==> src/rtl/gbba_pkg.sv <==
package gbba_pkg;

  // Opcodes of an input transaction.
  localparam logic [2:0] OP_LOAD  = 3'd0;
  localparam logic [2:0] OP_MARK  = 3'd1;
  localparam logic [2:0] OP_SCAN  = 3'd2;
  localparam logic [2:0] OP_PLAN  = 3'd3;
  localparam logic [2:0] OP_ALLOC = 3'd4;

  // Result status codes.
  localparam logic [1:0] ST_OK     = 2'd0;
  localparam logic [1:0] ST_NOFREE = 2'd1;
  localparam logic [1:0] ST_RANGE  = 2'd2;

  // Scan modes.
  localparam logic [1:0] SCAN_NORMAL = 2'd0;
  localparam logic [1:0] SCAN_FIXED  = 2'd1;

  // Configuration register indexes.
  localparam logic [1:0] CFG_BPG   = 2'd0;
  localparam logic [1:0] CFG_IPG   = 2'd1;
  localparam logic [1:0] CFG_GCNT  = 2'd2;
  localparam logic [1:0] CFG_TOTAL = 2'd3;

  // The fixed-block bitmap is stored as rows of 32 bits.
  localparam int ROW_BITS  = 32;
  localparam int ROW_SHIFT = 5;

  typedef struct packed {
    logic [2:0]  opcode;
    logic [5:0]  group_index;
    logic [13:0] free_count;
    logic [15:0] block_number;
    logic [15:0] inode_number;
    logic [1:0]  scan_mode;
  } gbba_in_t;

  typedef struct packed {
    logic [15:0] chosen_block;
    logic [1:0]  status;
  } gbba_out_t;

  // One entry of the group table.
  typedef struct packed {
    logic [15:0] free;
    logic [15:0] native;
    logic [15:0] away;
    logic [15:0] back;
    logic [16:0] next_fill;
    logic [15:0] last;
  } gbba_rec_t;

  function automatic logic [15:0] inc16(input logic [15:0] v);
    inc16 = (v == 16'hFFFF) ? 16'hFFFF : v + 16'd1;
  endfunction

endpackage

==> src/rtl/gbba_div.sv <==
module gbba_div import gbba_pkg::*; (
  input  logic        clk,
  input  logic        rst,
  input  logic        start,
  input  logic [15:0] dividend,
  input  logic [13:0] divisor,
  output logic        done,
  output logic [15:0] quotient
);

  // Restoring division, one quotient bit per cycle.
  logic [13:0] rem;
  logic [15:0] quo;
  logic [13:0] dvs;
  logic [4:0]  cnt;
  logic [14:0] trial;

  assign trial    = {rem, quo[15]};
  assign quotient = quo;

  always_ff @(posedge clk) begin
    if (rst) begin
      cnt  <= '0;
      done <= 1'b0;
    end else begin
      done <= (cnt == 5'd1);
      if (start) begin
        cnt <= 5'd16;
      end else if (cnt != 5'd0) begin
        cnt <= cnt - 5'd1;
      end
    end
  end

  always_ff @(posedge clk) begin
    if (start) begin
      rem <= '0;
      quo <= dividend;
      dvs <= divisor;
    end else if (cnt != 5'd0) begin
      if (trial >= {1'b0, dvs}) begin
        rem <= 14'(trial - {1'b0, dvs});
        quo <= {quo[14:0], 1'b1};
      end else begin
        rem <= trial[13:0];
        quo <= {quo[14:0], 1'b0};
      end
    end
  end

endmodule

==> config.mk <==
export PLATFORM = sky130hd
export DESIGN_NAME = gbba_div
export DESIGN_NICKNAME = d
export VERILOG_FILES = /design/src/rtl/gbba_pkg.sv /design/src/rtl/gbba_div.sv
export SDC_FILE = /design/constraint.sdc
export NUM_CORES = 1
export LEC_CHECK = 0
export ABC_AREA = 1
export ABC_CLOCK_PERIOD_IN_PS = 4900
export BUFFER_PORTS_ARGS = -buffer_cell sky130_fd_sc_hd__buf_4
export CAP_MARGIN = 30
export CELL_PAD_IN_SITES_DETAIL_PLACEMENT = 0
export CELL_PAD_IN_SITES_GLOBAL_PLACEMENT = 1
export CORE_MARGIN = 2
export CORE_UTILIZATION = 30
export DETAILED_ROUTE_END_ITERATION = 10
export GPL_TIMING_DRIVEN = 0
export PLACE_DENSITY = 0.59
export SLEW_MARGIN = 10
export SYNTH_ARGS = -nofsm -noshare
export SYNTH_HDL_FRONTEND = slang
export SYNTH_SLANG_ARGS = --single-unit
==> constraint.sdc <==
create_clock -name clk -period 4.9 [get_ports clk]
set_input_delay 0.49 -clock clk [delete_from_list [all_inputs] [get_ports clk]]
set_output_delay 0.49 -clock clk [all_outputs]
set_load 0.1 [all_outputs]
Word level (Yosys, flattened, before mapping)
Index checks and enable logic that the tools add are counted.
Widths: inputs -> output; s select.

operators by class
  bitwise gates (word level) = 0
  equality and inequality tests = 1
  reduce and logical (&&, ||, !) cells = 3
  divide/modulo/power cells = 0
  multiplexer cells = 6
  multipliers = 0
  order comparisons = 1
  shift-type cells = 0
  $add $sub $neg = 2

operators with widths
  operator             number
  $mux 16              2
  $ge 15x14->1         1
  $mux 14              1
  $sub 14x14->14       1
  $mux 5               2
  $eq 5x1->1 const B   1
  $reduce_bool 5->1    1
  $sub 5x1->5 const B  1
  $reduce_bool 2->1    1
  $reduce_or 2->1      1
  $mux 1               1

word-level totals
  logic and storage cells = 19
  memory bits (read-only) = 0
  memories = 0
  bits in latches = 0
  input bits = 33
  register bits after elaboration = 50
  output and inout port bits = 17
  memory bits (writable) = 0

Longest topological paths before layout
Gate-level depths: netlist of the first run.

  depth in word-level cells = 4
  depth in mapped cells = 14
  depth with buffers taken out = 13

Worst setup path before layout of the first run
No wires, ideal clock.

  path type = flip-flop to flip-flop
  start point = reg quo[15], in the netlist quotient[15]
  end point = reg rem[6]
  library setup time = 112 ps
  required time = 4788 ps
  cell stages (with the launch flop) = 12
  path buffers = 0
  slack = 2537 ps
  data arrival time = 2251 ps
  period minus slack after synthesis = 2363 ps
  cell sequence = edfxtp_1 inv_1 ha_1 inv_1 fa_1 nand3_1 nand3_1 a21oi_1 xor2_1 nand2_1 nand2_1 nand2_1

between the ends
  word-level cells in the longest chain between the ends = 2
  elaborated cells on any way between the ends = 3
  classes of those cells = 1 x add/sub; 1 x order compare; 1 x mux

ends and longest elaborated chain
  item                                                   RTL line                        RTL
  from (decl)                                            gbba_div.sv:13                  logic [15:0] quo;
  from (signal assigned)                                 gbba_div.sv:38                  quo <= dividend;
  from (signal assigned)                                 gbba_div.sv:43                  quo <= {quo[14:0], 1'b1};
  from (signal assigned)                                 gbba_div.sv:46                  quo <= {quo[14:0], 1'b0};
  $sub 14x14->14 / $ge 15x14->1 (equally long branches)  gbba_div.sv:42, gbba_div.sv:41
  $mux 14 (*)                                            gbba_div.sv:41                  if (trial >= {1'b0, dvs}) begin
  to (signal assigned)                                   gbba_div.sv:42                  rem <= 14'(trial - {1'b0, dvs});
  to (signal assigned)                                   gbba_div.sv:45                  rem <= trial[13:0];
  to (decl)                                              gbba_div.sv:12                  logic [13:0] rem;

Mark *: on every way between the ends. The rest lies on a longest branch, timed or not.
A chain may end at the register's enable or synchronous reset.

Final worst setup path of the first run
  start point = reg dvs[10]
  end point = reg rem[5]

between the ends
  word-level cells in the longest chain between the ends = 2

ends and longest elaborated chain
  item                    RTL line        RTL
  from (decl)             gbba_div.sv:14  logic [13:0] dvs;
  from (signal assigned)  gbba_div.sv:39  dvs <= divisor;
  $ge 15x14->1            gbba_div.sv:41
  $mux 14                 gbba_div.sv:41

No other way between the ends.

==> results of run 1 <==
## worst max-delay path by stage
stage | start | to | slack, ns | depth (start not counted)
2_1_floorplan | quotient[15] | rem[6] | 2.54 | 11
3_3_place_gp | start | rem[2] | 2.66 | 7
3_5_place_dp | start | rem[2] | 2.67 | 7
4_1_cts | dvs[10] | rem[5] | 2.71 | 11
5_1_grt | dvs[9] | rem[5] | 2.56 | 13
6_report | dvs[10] | rem[5] | 2.73 | 11
## sequential cells by signal, indices dropped and copies added (netlist names)
register  count
rem          14
dvs          14
done          1
quotient     16
cnt           5
## cells in the mapped netlist (all sizes together), types with 4 or more instances
| cell type | number | area share |
|---|---|---|
| xnor2 | 6 | 0.018 |
| buf | 4 | 0.012 |
| inv | 50 | 0.063 |
| nor2 | 35 | 0.051 |
| ha | 17 | 0.072 |
| a21oi | 13 | 0.027 |
| nand3 | 25 | 0.046 |
| nand4 | 10 | 0.026 |
| edfxtp | 30 | 0.30 |
| nand2 | 143 | 0.19 |
| dfxtp | 20 | 0.14 |
| nor3 | 4 | 0.012 |
| o21ai | 7 | 0.012 |
## power by group
part	internal [W]	switching [W]	total, W
clock network	0.000154	0.000156	0.000310
logic	0.000405	0.000827	0.00123
registers	0.000558	0.0000762	0.000635
## stage by stage
step	cells	hold slack (ns)
after floorplan	376	0.420
after global routing	566	0.338
after detailed placement	558	0.433
after global placement	558	0.433
final	566	0.340
after CTS	566	0.334
## worst max-delay path: cells and delay by family, from the launching register on
kind	cells	cell delay, ns
buf+inv	2	0.24
flops	1	0.34
fa+ha+maj	1	0.34
compound gates	2	0.52
simple gates	6	0.62
## area by class of cell
| class | count | area (um^2) | share of cell area |
|---|---|---|---|
| clock buffers | 5 | 68.8 | 0.0191 |
| plain buffers | 6 | 43.8 | 0.0121 |
| clock inverters | 3 | 43.8 | 0.0121 |
| multi-input cells | 269 | 1420 | 0.395 |
| repair buffers | 49 | 368 | 0.102 |
| inverters | 51 | 191 | 0.0531 |
| flip-flops and latches | 50 | 1300 | 0.361 |
| well taps | 133 | 166 | 0.0461 |
## metal layers
metal  GRT usage  wire [um]  vias up
met4      0.0435        146        0
met1       0.202       3630     1115
met5           0          0        -
met3      0.0323        306       13
li1            -          -     1307
met2       0.246       3250       54
## logic make-up (layout without fill, tap and decap cells)
family | after synthesis | after routing | synth area share
flops | 50 | 50 | 0.440
simple gates | 219 | 219 | 0.329
buf+inv | 57 | 114 | 0.0795
fa+ha+maj | 18 | 18 | 0.0786
xor+xnor | 9 | 9 | 0.0266
compound gates | 23 | 23 | 0.0465
==> results.md, run 1 <==
- Outcome: completed
- Routability cong.: 0.892
- First-pass GRT wire length: between 10,000 and 15,000 um
- CP startpoint kind: flip-flop
- Initial antenna violation count: 0
- Area grow syn2layout: 21.9%
- Commonest non-fill, non-tap cell in the layout: nand2_1
- DP Worst Slack: between 2 and 3 ns
- FFs w/ async S/R, synth: 0
- Wirelength per Cell: roughly 13 um
- Number of synthesized register bits: 50
- Cell Pwr Density: 603 nW/um^2
- Starting Density: 0.306
- Hold Path Origin: rst
- CP max-delay cell: edfxtp_1
- VDD IR max: 244 uV
- Synth Flop Type: edfxtp_1
- CP arrival: 2.38 ns
- Static Leakage: about 1.8 nW
- Most frequent cells in the layout: nand2_1, inv_1, buf_4
- CTS buffer count: 5
- Synthesized area per cell: just under 8 um^2
- Critical Path RT: just over 5 ns
- Max-slew violations: 0
- Final ANT Viol Nets: 0
- Clk_lat worst skew: 0.31 ns
- Via Count: 2,489
- Worst Setup End Kind: flip-flop
- Placed Area: around 3500 um^2
- Slowest stage delay, CP: 0.34 ns
- Largest net degree at the start of global routing: 20
- Worst r2r path cells: 11
- Clock Tree Root: clkbuf_8
- Postcts setup bufs: 0
- Tightest Pin Transition: about 0.78 ns
- CTS clk-pin slew, worst paths: 0.10 ns
- Total routed wirelength: between 7000 and 8000 um
- Row Count: 36
- Worst reg2reg startpoint: dvs[10]
- Cts hold-fix bufs: 0
- Maxcap violations: 0
- Number of gates resized after cts: 0
- RSZ-0062 raised after global routing: false
- Clk_skew: between 0.007 and 0.008 ns
- Die width: between 100 and 150 um
- Synthesized cell area: ~3000 um^2
- Reg2reg setup slack: 2.73 ns
- Hold path cells: 2
- Highest clock rate: about 460 MHz
- Slew HR: 0.478
- Remaining DRCs: 0
- Vias in the first global route: 2,512
- GRT overflow: 0
- TritonCTS Sinks: 50
- Number of nets in the layout: roughly 480
- Post-synth EDFFs: 30
- Hpwl dp: about 5500 um
- Core area: just under 10,000 um^2
- PortBufs: 49
- CP most frequent cell: nand2_1
- Hold Path Class: in -> reg
- Filler Cells Inserted: between 1,000 and 1,500
- Reg-to-reg endpoint: rem[5]
- Die Ht: roughly 100 um
- Minimum clock period: roughly 2.2 ns
- Critical-path cell list: inv_1, ha_1, a21oi_1, nand2_1, a21oi_4, nand3_4, buf_8, nor2_2, nor2_1, nand2_1, nand2_1
- Period utilization: 0.444
- Vias per cell: 4.40
- Post-Syn Instances: between 300 and 400
- Count of final setup violators: 0
- TNS Setup: 0 ns
- Initial DRC count: slightly below 90
- Ports: 50
- Seq/Total Area, Yosys: 0.440
- Proportion of layout cells with a drive suffix above 1: 0.185
- Synth Net Count: roughly 430
- Hold Path End: cnt[4]
- CTS tree: done
- Overall power: approximately 0.0022 W
- Final Hold Viols: 0
- DR pass1 iterations: 6
- Synth cell types: 33
- Clock Path Buffers: 2
- Util after Layout: 0.372
- H-tree depth: 2
- Setup ws final: 2.73 ns
- Setup Crit Path Kind: reg -> reg
- Synth Warn #: 0
- Crit Path Max Fanout: 10
- Ant diodes: 0
- Tot GR Track Use: 0.151
- Area of the die: 10,700 um^2
- Post-route cell area: 3610 um^2
(Power assumes the default switching activity.)
==> run 2, diff against run 1 <==
Settings changed: ABC_CLOCK_PERIOD_IN_PS 4900 to 2000, PLACE_DENSITY 0.59 to 0.61.
Clock period 4.9 ns to 2 ns, I/O delays scaled along.
==> run 2 against run 1 <==
Clock skew decreased by 0.00070 ns. Die area unchanged. Utilization increased by 4.3 points. First-iteration DRC count increased by 5.6%. Largest power group unchanged. Clock power increased to 2.6 times the previous value.
==> results.md, run 2 (synthesized netlist as in run 1, its figures left out) <==
- Initial antenna violation count: 0 (unchanged)
- Clk_skew: 0.00705 ns (-0.000697 ns)
- Wirelength per Cell: 13.1 um (+1.4%)
- Max-slew violations: 0 (unchanged)
- Tightest Pin Transition: 0.425 ns (-0.357 ns)
- Remaining DRCs: 0 (unchanged)
- Clock Tree Root: clkbuf_8
- Final ANT Viol Nets: 0 (unchanged)
- Total routed wirelength: 7580 um (+3.3%)
- Row Count: 36 (unchanged)
- Critical-path cell list: inv_2, ha_4, nand2_1, nand2_2, a21oi_2, nand2_4, nand2_4, nand3_4, buf_8, nand2_1, nand2_1
- CTS buffer count: 5 (unchanged)
- Commonest non-fill, non-tap cell in the layout: nand2_1
- CP startpoint kind: flip-flop
- Tot GR Track Use: 0.152 (+0.00109)
- Maxcap violations: 0 (unchanged)
- Highest clock rate: 521 MHz (+13%)
- Crit Path Max Fanout: 10 (unchanged)
- Ports: 50 (unchanged)
- Number of nets in the layout: 494 (+2.3%)
- RSZ-0062 raised after global routing: true
- Initial DRC count: 94 (+5.6%)
- Clk_lat worst skew: 0.31 ns (about the same)
- Hold Path Origin: rst
- Largest net degree at the start of global routing: 20 (unchanged)
- Util after Layout: 0.416 (+0.0433)
- DR pass1 iterations: 4 (-2)
- Period utilization: 0.960 (+0.516)
- Setup crit start: dvs[4]
- Cts hold-fix bufs: 0 (unchanged)
- Worst Setup End Kind: flip-flop
- Worst path bufs/invs: 2 (unchanged)
- Slew HR: 0.717 (+0.239)
- Core area: 9680 um^2 (unchanged)
- Static Leakage: 1.84 nW (+4.4%)
- Area grow syn2layout: 36.0%
- Area of the die: 10,700 um^2 (unchanged)
- Placed cells: 558 (unchanged)
- Die Ht: 103 um (unchanged)
- Ant diodes: 0 (unchanged)
- Setup Crit Path Kind: reg -> reg
- CP arrival: 2.00 ns (-0.38 ns)
- Vias per cell: 4.39 (-0.17%)
- H-tree depth: 2 (unchanged)
- Vias in the first global route: 2,499 (-0.52%)
- CP most frequent cell: nand2_1
- Clock Path Buffers: 2 (unchanged)
- Critical Path RT: 2.08 ns (-3.03 ns)
- Via Count: 2,533 (+1.8%)
- VDD IR max: 489 uV (+100%)
- CTS clk-pin slew, worst paths: 0.10 ns (about the same)
- PortBufs: 49 (unchanged)
- Proportion of layout cells with a drive suffix above 1: 0.309 (+0.124)
- Cell Pwr Density: 1550 nW/um^2 (+160%)
- GRT overflow: 0 (unchanged)
- Die width: 103 um (unchanged)
- Reg2reg setup slack: 0.08 ns (-2.65 ns)
- Top cell family by delay on the critical path: simple AND/OR/NAND/NOR gates
- Hold Path Class: in -> reg
- Most frequent cells in the layout: nand2_1, buf_4, inv_1
- CTS tree: done
- Post-route insts no fill: 577 (+1.9%)
- Max reg flops: 16 (unchanged)
- Hold slack: 0.0479 ns (-0.292 ns)
- Worst reg2reg startpoint: dvs[4]
- Slowest stage delay, CP: 0.39 ns (+0.05 ns)
- Starting Density: 0.306 (unchanged)
- Outcome: completed
- Routability cong.: 0.828 (-7.2%)
- CP max-delay cell: edfxtp_1
- First-pass GRT wire length: 12,400 um (+0.56%)
- TritonCTS Sinks: 50 (unchanged)
- TNS Setup: 0 ns (unchanged)
- Minimum clock period: 1.92 ns (-0.255 ns)
- Final Hold Viols: 0 (unchanged)
- Count of final setup violators: 0 (unchanged)
- Hpwl dp: 5510 um (-0.64%)
==> run 2: changes by cell type in the layout (fill, tap and decap cells not counted), moves of 4 or more <==
cell / before / now
a21oi_1: 11 / 7
buf_4: 49 / 57
ha_1: 17 / 4
ha_4: 0 / 12
inv_1: 50 / 42
inv_2: 0 / 7
nand2_1: 139 / 130
nand2_2: 2 / 8
nand3_1: 24 / 17
nand3_2: 0 / 6
==> run 2: layer usage <==
| layer | routed length (um) | part of all wire | up-vias | GRT usage |
|---|---|---|---|---|
| li1 | - | - | 1336 | - |
| met1 | 3720 | 0.49 | 1136 | 0.217 |
| met2 | 3390 | 0.45 | 55 | 0.234 |
| met3 | 367 | 0.048 | 6 | 0.0356 |
| met4 | 97 | 0.013 | 0 | 0.0344 |
| met5 | 0 | 0 | - | 0 |
==> run 2: area by class of cell <==
type	instances	area, um^2
clock buffer	6	82.6
buffer	6	52.6
inverter	51	195
multi-input combinational	269	1700
clock inverter	2	38.8
fill	983	5660
sequential	50	1300
tap	133	166
timing repair buffer	60	484
==> run 2: what timing repair did <==
item / CTS / global route
pin swaps: 2 / 6
gates cloned: 0 / 1
setup buffers: 3 / 7
endpoints found under the setup margin: 31 / 31
gates resized for setup: 3 / 38
==> run 2: stage by stage <==
stage          power [W]  setup WS [ns]  cell area, um^2
5_1_grt          0.00668        -0.0524             4030
4_1_cts          0.00567         0.0102             3760
6_report         0.00623         0.0800             4030
3_3_place_gp     0.00477         -0.190             3590
3_5_place_dp     0.00475         -0.141             3590
2_1_floorplan    0.00405         -0.279             3060
==> run 2: worst reg2reg max path, stage by stage (launching register included) <==
cell      delay, ns
edfxtp_1       0.39
inv_2          0.09
ha_4           0.21
nand2_1        0.08
nand2_2        0.07
a21oi_2        0.20
nand2_4        0.08
nand2_4        0.11
nand3_4        0.15
buf_8          0.19
nand2_1        0.06
nand2_1        0.05
==> run 2: path summary, 6_finish.rpt <==
kind | endpoint | cells after the start
setup reg to reg | quotient[0] | 11
hold reg to reg | done | 1
setup / recovery | quotient[0] | 11
hold / removal | cnt[4] | 2
==> run 2: where the power goes <==
group / total, W / leakage, nW / internal [W] / switching [W]
clock: 0.000801 / 0.0618 / 0.000413 / 0.000388
combinational: 0.00381 / 1.31 / 0.00151 / 0.00230
sequential: 0.00162 / 0.469 / 0.00137 / 0.000248
==> run 3, diff against run 2 <==
Settings changed: BUFFER_PORTS_ARGS -buffer_cell sky130_fd_sc_hd__buf_4 to unset, DONT_BUFFER_PORTS set to 1, PLACE_DENSITY 0.61 to 0.55, REMOVE_ABC_BUFFERS set to 1.
==> run 3 against run 2 <==
The flow now finishes with violations (setup timing). Clock skew grew 0.0014 ns. Clock power shrank 7.1%. Critical path depth did not move. Clock-buffer cell count fell by 1. Worst hold slack improved by 0.016 ns. Critical endpoint is now rem[8].
==> results.md, run 3 (synthesized netlist as in run 1, its figures left out) <==
- Row Count: 36 (unchanged)
- Static Leakage: 1.70 nW (-7.9%)
- Die width: 103 um (unchanged)
- Initial antenna violation count: 0 (unchanged)
- Hold Path Class: in -> reg
- Setup ws final: -0.446 ns (-0.526 ns)
- Minimum clock period: 2.45 ns (+0.526 ns)
- GRT overflow: 0 (unchanged)
- Placed Area: 3090 um^2 (-14%)
- Hpwl dp: 5040 um (-8.6%)
- Hold path cells: 3 (+1)
- Crit Path Max Fanout: 4 (-6)
- Worst reg2reg startpoint: quotient[15]
- Max-slew violations: 0 (unchanged)
- Initial DRC count: 91 (-3.2%)
- Worst r2r path cells: 11 (unchanged)
- Failing checks: setup timing
- Final ANT Viol Nets: 0 (unchanged)
- Tot GR Track Use: 0.160 (+0.00815)
- Count of final setup violators: 15 (+15)
- Reg2reg setup slack: -0.45 ns (-0.53 ns)
- Core area: 9680 um^2 (unchanged)
- Starting Density: 0.306 (unchanged)
- Via Count: 2,440 (-3.7%)
- Largest net degree at the start of global routing: 21 (+5.0%)
- CP arrival: 2.66 ns (+0.66 ns)
- Ant diodes: 0 (unchanged)
- Highest clock rate: 409 MHz (-22%)
- CTS clk-pin slew, worst paths: 0.10 ns (about the same)
- RSZ-0062 raised after global routing: true
- Overall power: 0.00565 W (-9.3%)
- Critical Path RT: 2.21 ns (+0.13 ns)
- Post-route insts no fill: 542 (-6.1%)
- Slew HR: 0.358 (-0.358)
- Clock Tree Root: clkbuf_8
- Routability cong.: 0.818 (-1.2%)
- Setup Crit Path Kind: reg -> reg
- H-tree depth: 2 (unchanged)
- Final Hold Viols: 0 (unchanged)
- Util after Layout: 0.380 (-0.0353)
- Vias in the first global route: 2,521 (+0.88%)
- Worst Setup End Kind: flip-flop
- Ports: 50 (unchanged)
- Reg-to-reg endpoint: rem[8]
- Number of nets in the layout: 459 (-7.1%)
- PortBufs: 0 (-100%)
- Clock Path Buffers: 2 (unchanged)
- Commonest non-fill, non-tap cell in the layout: nand2_1
- Cell Pwr Density: 1530 nW/um^2 (-0.86%)
- Max reg flops: 16 (unchanged)
- Wirelength per Cell: 14.2 um (+8.5%)
- Die Ht: 103 um (unchanged)
- Tightest Pin Transition: 0.962 ns (+0.537 ns)
- Hold slack: 0.0636 ns (+0.0158 ns)
- Outcome: complete, but fails checks
- Clk_lat worst skew: 0.31 ns (about the same)
- Most frequent cells in the layout: nand2_1, inv_1, edfxtp_1
- Post-route cell area: 3680 um^2 (-8.5%)
- TritonCTS Sinks: 50 (unchanged)
- Crit path capture: rem[8]
- Period utilization: 1.22 (+0.263)
- Placed cells: 504 (-9.7%)
- First-pass GRT wire length: 13,000 um (+4.3%)
- Vias per cell: 4.50 (+2.5%)
- Proportion of layout cells with a drive suffix above 1: 0.183 (-0.125)
- Setup crit start: quotient[15]
- Maxcap violations: 0 (unchanged)
- Area grow syn2layout: 24.5%
- CTS buffer count: 5 (unchanged)
- Total routed wirelength: 7720 um (+1.9%)
- Area of the die: 10,700 um^2 (unchanged)
- Clk_skew: 0.00842 ns (+0.00138 ns)
- CTS tree: done
- Remaining DRCs: 0 (unchanged)
- VDD IR max: 713 uV (+46%)
- DR pass1 iterations: 4 (unchanged)
- CP startpoint kind: flip-flop
[run 3: changes by cell type in the layout (fill, tap and decap cells not counted), moves of 3 or more]
cell / previous run / this run
inv_2: 7 / 2
buf_4: 57 / 8
nand3_4: 2 / 5
nand2_4: 5 / 2
nand2_2: 8 / 12
dlygate4sd3_1: 0 / 16
inv_1: 42 / 47
ha_1: 4 / 15
ha_4: 12 / 1
[run 3: worst min path at each step]
stage | from | endpoint | slack, ns
final | start | rem[4] | 0.06
after global routing | dividend[12] | quotient[12] | 0.06
after CTS | rst | cnt[1] | 0.05
after detailed placement | rst | cnt[4] | 0.27
after global placement | rst | cnt[4] | 0.27
after floorplan | rst | cnt[4] | 0.27
[run 3: metal layers]
metal  share of wire  wire, um  GRT usage
met3           0.039       303     0.0329
met4           0.018       139     0.0425
met5               0         0          0
met2            0.47      3620      0.267
met1            0.47      3660      0.212
[run 3: metrics by stage]
step	worst slack [ns]	setup TNS (ns)
floorplan	-0.368	-4.92
global placement	-1.08	-28.01
detailed placement	-0.714	-14.96
CTS	-0.449	-5.86
global route	-0.554	-7.54
finish	-0.446	-5.91
[run 3: critical path: stages, from the launching register on]
cell,delay (ns)
edfxtp_1,0.81
inv_2,0.23
ha_2,0.19
inv_1,0.05
fa_2,0.35
nand3_2,0.10
nand3_4,0.11
a21oi_4,0.16
xor2_1,0.16
nand2_1,0.08
nand2_1,0.07
nand2_1,0.04
[run 3: final cells by class]
| class | count | area, um^2 |
|---|---|---|
| Clock buffer | 5 | 68.8 |
| Clock inverter | 3 | 42.5 |
| Fill cell | 1004 | 6000 |
| Inverter | 51 | 195 |
| Multi-Input combinational cell | 273 | 1650 |
| Sequential cell | 50 | 1300 |
| Tap cell | 133 | 166 |
| Timing Repair Buffer | 27 | 263 |
[run 3: where the power goes]
group          internal [W]  switching [W]  leakage, nW
combinational       0.00105        0.00178         1.17
sequential          0.00137       0.000706        0.468
clock              0.000374       0.000370       0.0562
total               0.00280        0.00285         1.70
[run 3: repair_timing]
action,CTS,global route
gates cloned,4,0
setup buffers,7,3
endpoints found under the setup margin,31,31
hold buffers,16,0
pin swaps,7,6
resized for setup,24,21
endpoints found under the hold margin,30,0
